`src/rtl/pbkdf_pkg.sv`:
```
package pbkdf_pkg;

    // Buffer capacities in bytes.
    localparam int PW_CAP   = 1024;
    localparam int SALT_CAP = 1024;

    localparam int PW_AW   = $clog2(PW_CAP);
    localparam int SALT_AW = $clog2(SALT_CAP);
    localparam int PW_LW   = $clog2(PW_CAP + 1);
    localparam int SALT_LW = $clog2(SALT_CAP + 1);

    // Longest message that one hash pass sees, plus room for its padding.
    localparam int MSG_MAX = ((PW_CAP > SALT_CAP + 4) ? PW_CAP : SALT_CAP + 4) + 72;
    localparam int POS_W   = $clog2(MSG_MAX + 1);

    localparam int ITER_W  = 21;
    localparam int DKLEN_W = 11;
    localparam int BLK_W   = 5;
    localparam int NBLK_W  = 6;
    localparam int VB_W    = 6;
    localparam int CFG_W   = 21;

    localparam logic [ITER_W-1:0]  MAX_ITER  = ITER_W'(2000000);
    localparam logic [DKLEN_W-1:0] MAX_DKLEN = DKLEN_W'(1024);

    localparam logic [7:0] IPAD_BYTE = 8'h36;
    localparam logic [7:0] OPAD_BYTE = 8'h5C;

    localparam logic [1:0] OP_PW   = 2'd0;
    localparam logic [1:0] OP_SALT = 2'd1;
    localparam logic [1:0] OP_RUN  = 2'd2;

    localparam logic CFG_ITER  = 1'b0;
    localparam logic CFG_DKLEN = 1'b1;

    localparam logic [5:0] LAST_ROUND = 6'd63;

    localparam logic [31:0] SHA_K [64] = '{
        32'h428a2f98, 32'h71374491, 32'hb5c0fbcf, 32'he9b5dba5,
        32'h3956c25b, 32'h59f111f1, 32'h923f82a4, 32'hab1c5ed5,
        32'hd807aa98, 32'h12835b01, 32'h243185be, 32'h550c7dc3,
        32'h72be5d74, 32'h80deb1fe, 32'h9bdc06a7, 32'hc19bf174,
        32'he49b69c1, 32'hefbe4786, 32'h0fc19dc6, 32'h240ca1cc,
        32'h2de92c6f, 32'h4a7484aa, 32'h5cb0a9dc, 32'h76f988da,
        32'h983e5152, 32'ha831c66d, 32'hb00327c8, 32'hbf597fc7,
        32'hc6e00bf3, 32'hd5a79147, 32'h06ca6351, 32'h14292967,
        32'h27b70a85, 32'h2e1b2138, 32'h4d2c6dfc, 32'h53380d13,
        32'h650a7354, 32'h766a0abb, 32'h81c2c92e, 32'h92722c85,
        32'ha2bfe8a1, 32'ha81a664b, 32'hc24b8b70, 32'hc76c51a3,
        32'hd192e819, 32'hd6990624, 32'hf40e3585, 32'h106aa070,
        32'h19a4c116, 32'h1e376c08, 32'h2748774c, 32'h34b0bcb5,
        32'h391c0cb3, 32'h4ed8aa4a, 32'h5b9cca4f, 32'h682e6ff3,
        32'h748f82ee, 32'h78a5636f, 32'h84c87814, 32'h8cc70208,
        32'h90befffa, 32'ha4506ceb, 32'hbef9a3f7, 32'hc67178f2
    };

    localparam logic [31:0] SHA_IV [8] = '{
        32'h6a09e667, 32'hbb67ae85, 32'h3c6ef372, 32'ha54ff53a,
        32'h510e527f, 32'h9b05688c, 32'h1f83d9ab, 32'h5be0cd19
    };

    // Which message the current hash pass is working on.
    typedef enum logic [2:0] {
        M_KEY    = 3'd0,
        M_IPAD   = 3'd1,
        M_OPAD   = 3'd2,
        M_INNER1 = 3'd3,
        M_INNERJ = 3'd4,
        M_OUTER  = 3'd5
    } t_mode;

    typedef struct packed {
        logic       pw_wr;
        logic       salt_wr;
        logic       run_init;
        logic       h_start;
        logic       push;
        logic       c_init;
        logic       c_round;
        logic [5:0] round;
        logic       c_add;
        logic       store;
        logic       acc_first;
        logic       emit;
        logic       emit_err;
        logic       blk_next;
        logic       clear;
        t_mode      mode;
    } t_cmd;

    typedef struct packed {
        logic              pw_long;
        logic              ovf;
        logic              blk_full;
        logic              msg_end;
        logic              last_blk;
        logic              out_free;
        logic [ITER_W-1:0] iters;
    } t_sts;

endpackage

```
`src/rtl/pbkdf_ctrl.sv`:
```
module pbkdf_ctrl (
    input  logic             i_clk,
    input  logic             i_rst_n,
    input  logic             i_valid,
    input  logic [1:0]       i_opcode,
    output logic             o_stall,
    input  pbkdf_pkg::t_sts  i_sts,
    output pbkdf_pkg::t_cmd  o_cmd
);

    typedef enum logic [9:0] {
        S_IDLE   = 10'b00_0000_0001,
        S_PREP   = 10'b00_0000_0010,
        S_HSTART = 10'b00_0000_0100,
        S_ADDR   = 10'b00_0000_1000,
        S_PUSH   = 10'b00_0001_0000,
        S_CINIT  = 10'b00_0010_0000,
        S_ROUND  = 10'b00_0100_0000,
        S_CADD   = 10'b00_1000_0000,
        S_HDONE  = 10'b01_0000_0000,
        S_EMIT   = 10'b10_0000_0000
    } t_state;

    t_state                           r_state, n_state;
    pbkdf_pkg::t_mode                 r_mode, n_mode;
    logic [5:0]                       r_round, n_round;
    logic [pbkdf_pkg::ITER_W-1:0]     r_iter, n_iter;
    logic                             r_err, n_err;

    always_comb begin
        n_state = r_state;
        n_mode  = r_mode;
        n_round = r_round;
        n_iter  = r_iter;
        n_err   = r_err;
        o_cmd           = '0;
        o_cmd.mode      = r_mode;
        o_cmd.round     = r_round;
        o_cmd.acc_first = (r_iter == pbkdf_pkg::ITER_W'(1));
        unique case (r_state)
            S_IDLE: begin
                if (i_valid) begin
                    priority if (i_opcode == pbkdf_pkg::OP_PW) begin
                        o_cmd.pw_wr = 1'b1;
                    end else if (i_opcode == pbkdf_pkg::OP_SALT) begin
                        o_cmd.salt_wr = 1'b1;
                    end else if (i_opcode == pbkdf_pkg::OP_RUN) begin
                        if (i_sts.ovf) begin
                            n_err   = 1'b1;
                            n_state = S_EMIT;
                        end else begin
                            n_state = S_PREP;
                        end
                    end else begin
                        // The unused opcode is taken and dropped.
                        n_state = S_IDLE;
                    end
                end
            end
            S_PREP: begin
                o_cmd.run_init = 1'b1;
                n_mode  = i_sts.pw_long ? pbkdf_pkg::M_KEY : pbkdf_pkg::M_IPAD;
                n_iter  = pbkdf_pkg::ITER_W'(1);
                n_err   = 1'b0;
                n_state = S_HSTART;
            end
            S_HSTART: begin
                o_cmd.h_start = 1'b1;
                n_state = S_ADDR;
            end
            S_ADDR: begin
                n_state = S_PUSH;
            end
            S_PUSH: begin
                o_cmd.push = 1'b1;
                n_state = i_sts.blk_full ? S_CINIT : S_ADDR;
            end
            S_CINIT: begin
                o_cmd.c_init = 1'b1;
                n_round = '0;
                n_state = S_ROUND;
            end
            S_ROUND: begin
                o_cmd.c_round = 1'b1;
                n_round = r_round + 6'd1;
                if (r_round == pbkdf_pkg::LAST_ROUND) begin
                    n_state = S_CADD;
                end
            end
            S_CADD: begin
                o_cmd.c_add = 1'b1;
                n_state = i_sts.msg_end ? S_HDONE : S_ADDR;
            end
            S_HDONE: begin
                o_cmd.store = 1'b1;
                n_state = S_HSTART;
                unique case (r_mode)
                    pbkdf_pkg::M_KEY:    n_mode = pbkdf_pkg::M_IPAD;
                    pbkdf_pkg::M_IPAD:   n_mode = pbkdf_pkg::M_OPAD;
                    pbkdf_pkg::M_OPAD:   n_mode = pbkdf_pkg::M_INNER1;
                    pbkdf_pkg::M_INNER1: n_mode = pbkdf_pkg::M_OUTER;
                    pbkdf_pkg::M_INNERJ: n_mode = pbkdf_pkg::M_OUTER;
                    pbkdf_pkg::M_OUTER: begin
                        if (r_iter == i_sts.iters) begin
                            n_state = S_EMIT;
                        end else begin
                            n_iter = r_iter + pbkdf_pkg::ITER_W'(1);
                            n_mode = pbkdf_pkg::M_INNERJ;
                        end
                    end
                    default: n_state = S_IDLE;
                endcase
            end
            S_EMIT: begin
                if (i_sts.out_free) begin
                    o_cmd.emit     = 1'b1;
                    o_cmd.emit_err = r_err;
                    if (r_err || i_sts.last_blk) begin
                        o_cmd.clear = 1'b1;
                        n_err   = 1'b0;
                        n_state = S_IDLE;
                    end else begin
                        o_cmd.blk_next = 1'b1;
                        n_iter  = pbkdf_pkg::ITER_W'(1);
                        n_mode  = pbkdf_pkg::M_INNER1;
                        n_state = S_HSTART;
                    end
                end
            end
            default: n_state = S_IDLE;
        endcase
    end

    always_ff @(posedge i_clk) begin
        if (!i_rst_n) begin
            r_state <= S_IDLE;
            r_mode  <= pbkdf_pkg::M_KEY;
            r_round <= '0;
            r_iter  <= pbkdf_pkg::ITER_W'(1);
            r_err   <= 1'b0;
        end else begin
            r_state <= n_state;
            r_mode  <= n_mode;
            r_round <= n_round;
            r_iter  <= n_iter;
            r_err   <= n_err;
        end
    end

    assign o_stall = (r_state != S_IDLE);

    a_round_wrap: assert property (@(posedge i_clk) disable iff (!i_rst_n)
        (r_state == S_ROUND && r_round == pbkdf_pkg::LAST_ROUND) |=> (r_state == S_CADD))
        else $error("compression did not finish after the last round");

    a_emit_free: assert property (@(posedge i_clk) disable iff (!i_rst_n)
        o_cmd.emit |-> i_sts.out_free)
        else $error("result written over a word still waiting");

    a_iter_bound: assert property (@(posedge i_clk) disable iff (!i_rst_n)
        (r_state == S_HDONE) |-> (r_iter <= i_sts.iters))
        else $error("iteration counter ran past the iteration count");

endmodule

```
`config.mk`:
```
export PLATFORM = sky130hd
export DESIGN_NAME = pbkdf_ctrl
export DESIGN_NICKNAME = d
export VERILOG_FILES = /design/src/rtl/pbkdf_pkg.sv /design/src/rtl/pbkdf_ctrl.sv
export SDC_FILE = /design/constraint.sdc
export NUM_CORES = 1
export LEC_CHECK = 0
export ABC_AREA = 1
export BUFFER_PORTS_ARGS = -buffer_cell sky130_fd_sc_hd__buf_2
export CAP_MARGIN = 15
export CELL_PAD_IN_SITES_DETAIL_PLACEMENT = 0
export CELL_PAD_IN_SITES_GLOBAL_PLACEMENT = 1
export CORE_MARGIN = 2
export CORE_UTILIZATION = 36
export CTS_BUF_LIST = sky130_fd_sc_hd__clkbuf_8
export DETAILED_ROUTE_END_ITERATION = 6
export HOLD_SLACK_MARGIN = 0.08
export MAX_ROUTING_LAYER = met4
export PLACE_DENSITY_LB_ADDON = 0.3
export SLEW_MARGIN = 5
export SYNTH_ARGS = -nofsm -noshare
export SYNTH_HDL_FRONTEND = slang
export SYNTH_SLANG_ARGS = --single-unit
```
`constraint.sdc`:
```
create_clock -name i_clk -period 1.67 [get_ports i_clk]
set_input_delay 0.0835 -clock i_clk [delete_from_list [all_inputs] [get_ports i_clk]]
set_output_delay 0.0835 -clock i_clk [all_outputs]
set_load 0.02 [all_outputs]
```
# Yosys cells after proc, flatten, opt, wreduce, memory -nomap -nowiden

Index checks and enable logic that the tools add are counted.

Output and inout bits: 24
Input bits: 32
Word-level logic and storage cells: 102
Bits in registers: 41

Muxes and demuxes: 49
Equal/unequal tests: 34
Add/subtract/negate cells: 2
Reductions and logical operators: 12

Operators by type and width:

| kind                  | count |
|---|---|
| $pmux 10 s10          | 1 |
| $mux 21               | 4 |
| $mux 10               | 8 |
| $pmux 21 s3           | 1 |
| $ne 2x2->1 const B    | 11 |
| $add 21x1->21 const B | 1 |
| $eq 21x1->1 const B   | 1 |
| $eq 21x21->1          | 1 |
| $mux 1                | 20 |
| $pmux 10 s2           | 1 |
| $pmux 3 s5            | 1 |
| $reduce_and 5->1      | 3 |
| $mux 3                | 4 |
| $pmux 6 s2            | 1 |
| $eq 10x1->1 const B   | 1 |
| $eq 10x10->1 const B  | 1 |
| $eq 10x2->1 const B   | 1 |
| $eq 10x3->1 const B   | 1 |
| $eq 10x4->1 const B   | 1 |
| $eq 10x5->1 const B   | 1 |
| $eq 10x6->1 const B   | 1 |
| $eq 10x7->1 const B   | 1 |
| $eq 10x8->1 const B   | 1 |
| $eq 10x9->1 const B   | 1 |
| 24 further kinds      | 29 |

# Logic depth before layout (Yosys ltp)

Depth after elaboration: 6
Depth in mapped cells: 13
Gate-level depth less buffers: 11

# Worst setup path before layout

No wires, ideal clock.

Kind: register -> register
Start point: register r_iter[0] (netlist bit)
End point: register r_iter[16] (netlist bit)
Data arrival time: 1.563 ns
Library setup time: 0.143 ns
Period minus slack after synthesis: 1.707 ns
Required time: 1.527 ns
Path slack: -0.037 ns
Cell stages (with the launch flop): 10
Buffers on the path: 0
Path through: dfxtp_1 -> ha_1 -> nand2_1 -> nor2_2 -> nand2_1 -> nor3b_1 -> xor2_1 -> nor2_1 -> nand2_2 -> a21oi_2

Word-level cells in the longest chain between the ends: 4
Elaborated cells between the ends (all ways): 7
Those cells by class: add/sub: 1; eq/ne: 2; mux: 3; reduce/logical: 1

Ends and longest elaborated chain:

| element                  | RTL line          | source |
|---|---|---|
| start: declaration       | pbkdf_ctrl.sv:27  | `logic [pbkdf_pkg::ITER_W-1:0] r_iter, n_iter;` |
| start signal: assignment | pbkdf_ctrl.sv:139 | `r_iter <= pbkdf_pkg::ITER_W'(1);` |
| start signal: assignment | pbkdf_ctrl.sv:145 | `r_iter <= n_iter;` |
| $add 21x1->21            | pbkdf_ctrl.sv:107 | `n_iter = r_iter + pbkdf_pkg::ITER_W'(1);` |
| $mux 21                  | pbkdf_ctrl.sv:104 | `if (r_iter == i_sts.iters) begin` |
| $mux 21                  | pbkdf_ctrl.sv:97  | `unique case (r_mode)` |
| $pmux 21 s3              | pbkdf_ctrl.sv:40  | `unique case (r_state)` |

Parallel ways exist; a longest one is shown, timed or not. The select of a mux whose other input is x is not followed.
A chain may end at the register's enable or synchronous reset.

==> impl_metrics.env <==
export IMPL_yosys_top_cells_area="dfxtp_1 (25%), nand2_1 (16%), nor2_1 (10%)"
export IMPL_clk_pin_slew_ns=0.08
export IMPL_grt_ovfl_total=0
export IMPL_core_area_um2=9110
export IMPL_leakagePower_uw=0.00218
export IMPL_ys_warn_count=0
export IMPL_grt_max_degree=22
export IMPL_syn_nets=595
export IMPL_antenna_left=0
export IMPL_crit_slowest_cell="dfxtp_2"
export IMPL_criticalPathCategory="reg2out"
export IMPL_vias_per_cell=4.85
export IMPL_grt_pass1_vias=3629
export IMPL_status="finished with violations"
export IMPL_slew_violations=0
export IMPL_cp_max_fo=4
export IMPL_layout_cells_non_filler=796
export IMPL_drt_iter0_markers=142
export IMPL_ir_drop_mv=0.241
export IMPL_placedCellCount=778
export IMPL_synth_cell_type_count=41
export IMPL_start_kind="flip-flop"
export IMPL_max_cap_violations=0
export IMPL_clock_skew_final_ns=0.00741
export IMPL_cts_max_level=2
export IMPL_tns_ns=-0.0309
export IMPL_yosysTopAreaCell="dfxtp_1"
export IMPL_cts_root_buf="clkbuf_8"
export IMPL_setup_viol=1
export IMPL_synth_commonest_cells="nand2_1 (142), nor2_1 (91), inv_1 (73)"
export IMPL_finalCritPeriodShare_pct=102
export IMPL_diodes=0
export IMPL_syn_inst=560
export IMPL_numCtsBuffers=5
export IMPL_grt_pass1_wl_mm=16.3
export IMPL_cp_common_cell="nand2_1"
export IMPL_totalWireLength_mm=10.0
export IMPL_p_total_uw=1950
export IMPL_fmax_mhz=588
export IMPL_nNetsFinal=719
export IMPL_clockBufferDepth=2
export IMPL_drtPass1Iterations=4
export IMPL_cp_end_kind="primary output"
export IMPL_drc=0
export IMPL_die_y_um=100
export IMPL_fp_row_count=35
export IMPL_max_stage_delay_ns=0.34
export IMPL_dp_hpwl_mm=7.70
export IMPL_powerDensity_nw_per_um2=419
export IMPL_start_util_pct=36.7
export IMPL_die_w_um=100
export IMPL_place_ws_ns=-0.0280
export IMPL_num_io_pins=56
export IMPL_syn_area_per_cell_um2=5.97
export IMPL_ys_async_sr_fraction_pct=0
export IMPL_final_layout_size_suffix_gt1_share_pct=40.6
export IMPL_fin_ws_ns=-0.0309
export IMPL_worst_pin_slew_ns=0.324
export IMPL_clk_latency_ns=0.30
export IMPL_synth_seq_area_share_pct=24.6
export IMPL_period_needed_ns=1.70
export IMPL_timing_slew_headroom_pct=78.2
export IMPL_path_cells="nor2_4, nand2_4, nor2_1, nand2_1, inv_2, buf_4, nand2_1, nor3_1, buf_2"
export IMPL_finalHoldViolations=0
export IMPL_synth_edf_count=0
export IMPL_critPathArrivalTime_ns=1.62
export IMPL_die_area_um2=10100
export IMPL_crit_family="simple AND/OR/NAND/NOR gates"
export IMPL_clock_sinks=41
export IMPL_violations="setup timing"
export IMPL_portBuffers=55
export IMPL_synth_top_area_share_pct=24.6
export IMPL_min_path_type="in2reg"
export IMPL_syn_area_um2=3340
export IMPL_cts_tree="yes"
export IMPL_rsz0062_at_grt="true"
export IMPL_synth_flop_cell="dfxtp_1"
export IMPL_crit_buf_inv=3
export IMPL_gp_congestion=0.940
export IMPL_critPathRequiredTime_ns=1.59
export IMPL_track_usage_pct=20.5
export IMPL_antenna_found_initial=0
export IMPL_vias=3860
export IMPL_yosysMostFrequentCell="nand2_1"
export IMPL_area_growth_pct=39.1
export IMPL_synth_seq_cells=41
export IMPL_wl_per_cell_um=12.6
stage by stage:
step / util (%) / hold slack [ns] / instance area (um2)
global placement: 45.9 / 0.354 / 4180
detailed placement: 45.9 / 0.356 / 4180
floorplan: - / 0.206 / 3350
global route: 51.0 / 0.136 / 4650
finish: 51.0 / 0.108 / 4650
CTS: 48.7 / 0.0994 / 4430
sequential cells by signal, indices dropped and copies added (netlist names):
name,cells
r_iter,21
r_round,6
r_mode,3
r_err,1
r_state,10
layer usage:
layer / wire (um) / part of all wire (%) / track usage (%)
met5: 0 / 0 / -
met4: 136 / 1.4 / 6.11
met3: 384 / 3.8 / 2.86
met2: 5000 / 50 / 35.1
met1: 4500 / 45 / 25.0
placed cells by master (no fill, tap or decap), types with 3 or more instances in the layout:
master	count
a21oi_1	10
a21oi_2	21
buf_2	49
buf_4	73
buf_6	10
clkbuf_8	5
dfxtp_1	15
dfxtp_2	24
dlygate4sd3_1	3
inv_1	67
inv_2	14
nand2_1	135
nand2_2	28
nand2_4	4
nand3_1	50
nand3_2	5
nand4_1	13
nor2_1	75
nor2_2	13
nor2_4	6
nor3_1	6
nor3_2	5
o21ai_0	6
xnor2_1	3
xor2_1	11
timing repair:
item / in CTS / in global routing
pin swaps: 9 / 13
hold buffers: 3 / 0
resized for setup: 29 / 74
buffers inserted: 5 / 2
endpoints found under the hold margin: 3 / 0
endpoints found under the setup margin: 28 / 47
power breakdown:
group | total [uW] | leakage, uW | switching [uW] | internal (uW)
registers | 984 | 0.000343 | 4.62 | 979
clock network | 660 | 0.0000491 | 375 | 285
logic | 303 | 0.00179 | 175 | 128
total | 1950 | 0.00218 | 555 | 1390
path summary, 6_finish.rpt:
path,slack (ns),endpoint,cells past startpoint,from
max,-0.03,o_cmd[22],9,r_state[7]$_SDFFE_PN0P_
min,0.11,r_state[1]$_SDFFE_PN0P_,4,i_opcode[0]
max reg2reg,0.04,r_mode[0]$_SDFFE_PN0P_,11,r_iter[6]$_SDFFE_PN0P_
min reg2reg,0.51,r_err$_SDFFE_PN0P_,2,r_err$_SDFFE_PN0P_
cell families after synthesis:
family / after synthesis / share of synthesized area (%)
flops: 41 / 24.6
xor+xnor: 14 / 3.67
simple gates: 355 / 48.1
fa+ha+maj: 3 / 1.12
compound gates: 46 / 9.77
buf+inv: 101 / 12.8
worst min-delay path, stage by stage:
cell and delay [ns]:
buf_2 0.10, nor2_1 0.06, inv_1 0.08, nor4_2 0.05
area by class of cell:
| type | instances | area (um2) |
|---|---|---|
| Timing Repair Buffer | 136 | 951 |
| Multi-Input combinational cell | 418 | 2300 |
| Sequential cell | 41 | 858 |
| Clock inverter | 3 | 13.8 |
| Clock buffer | 5 | 68.8 |
| Tap cell | 111 | 139 |
| Fill cell | 979 | 4460 |
| Inverter | 82 | 315 |
Note: power is estimated with default switching activity, not from simulation.
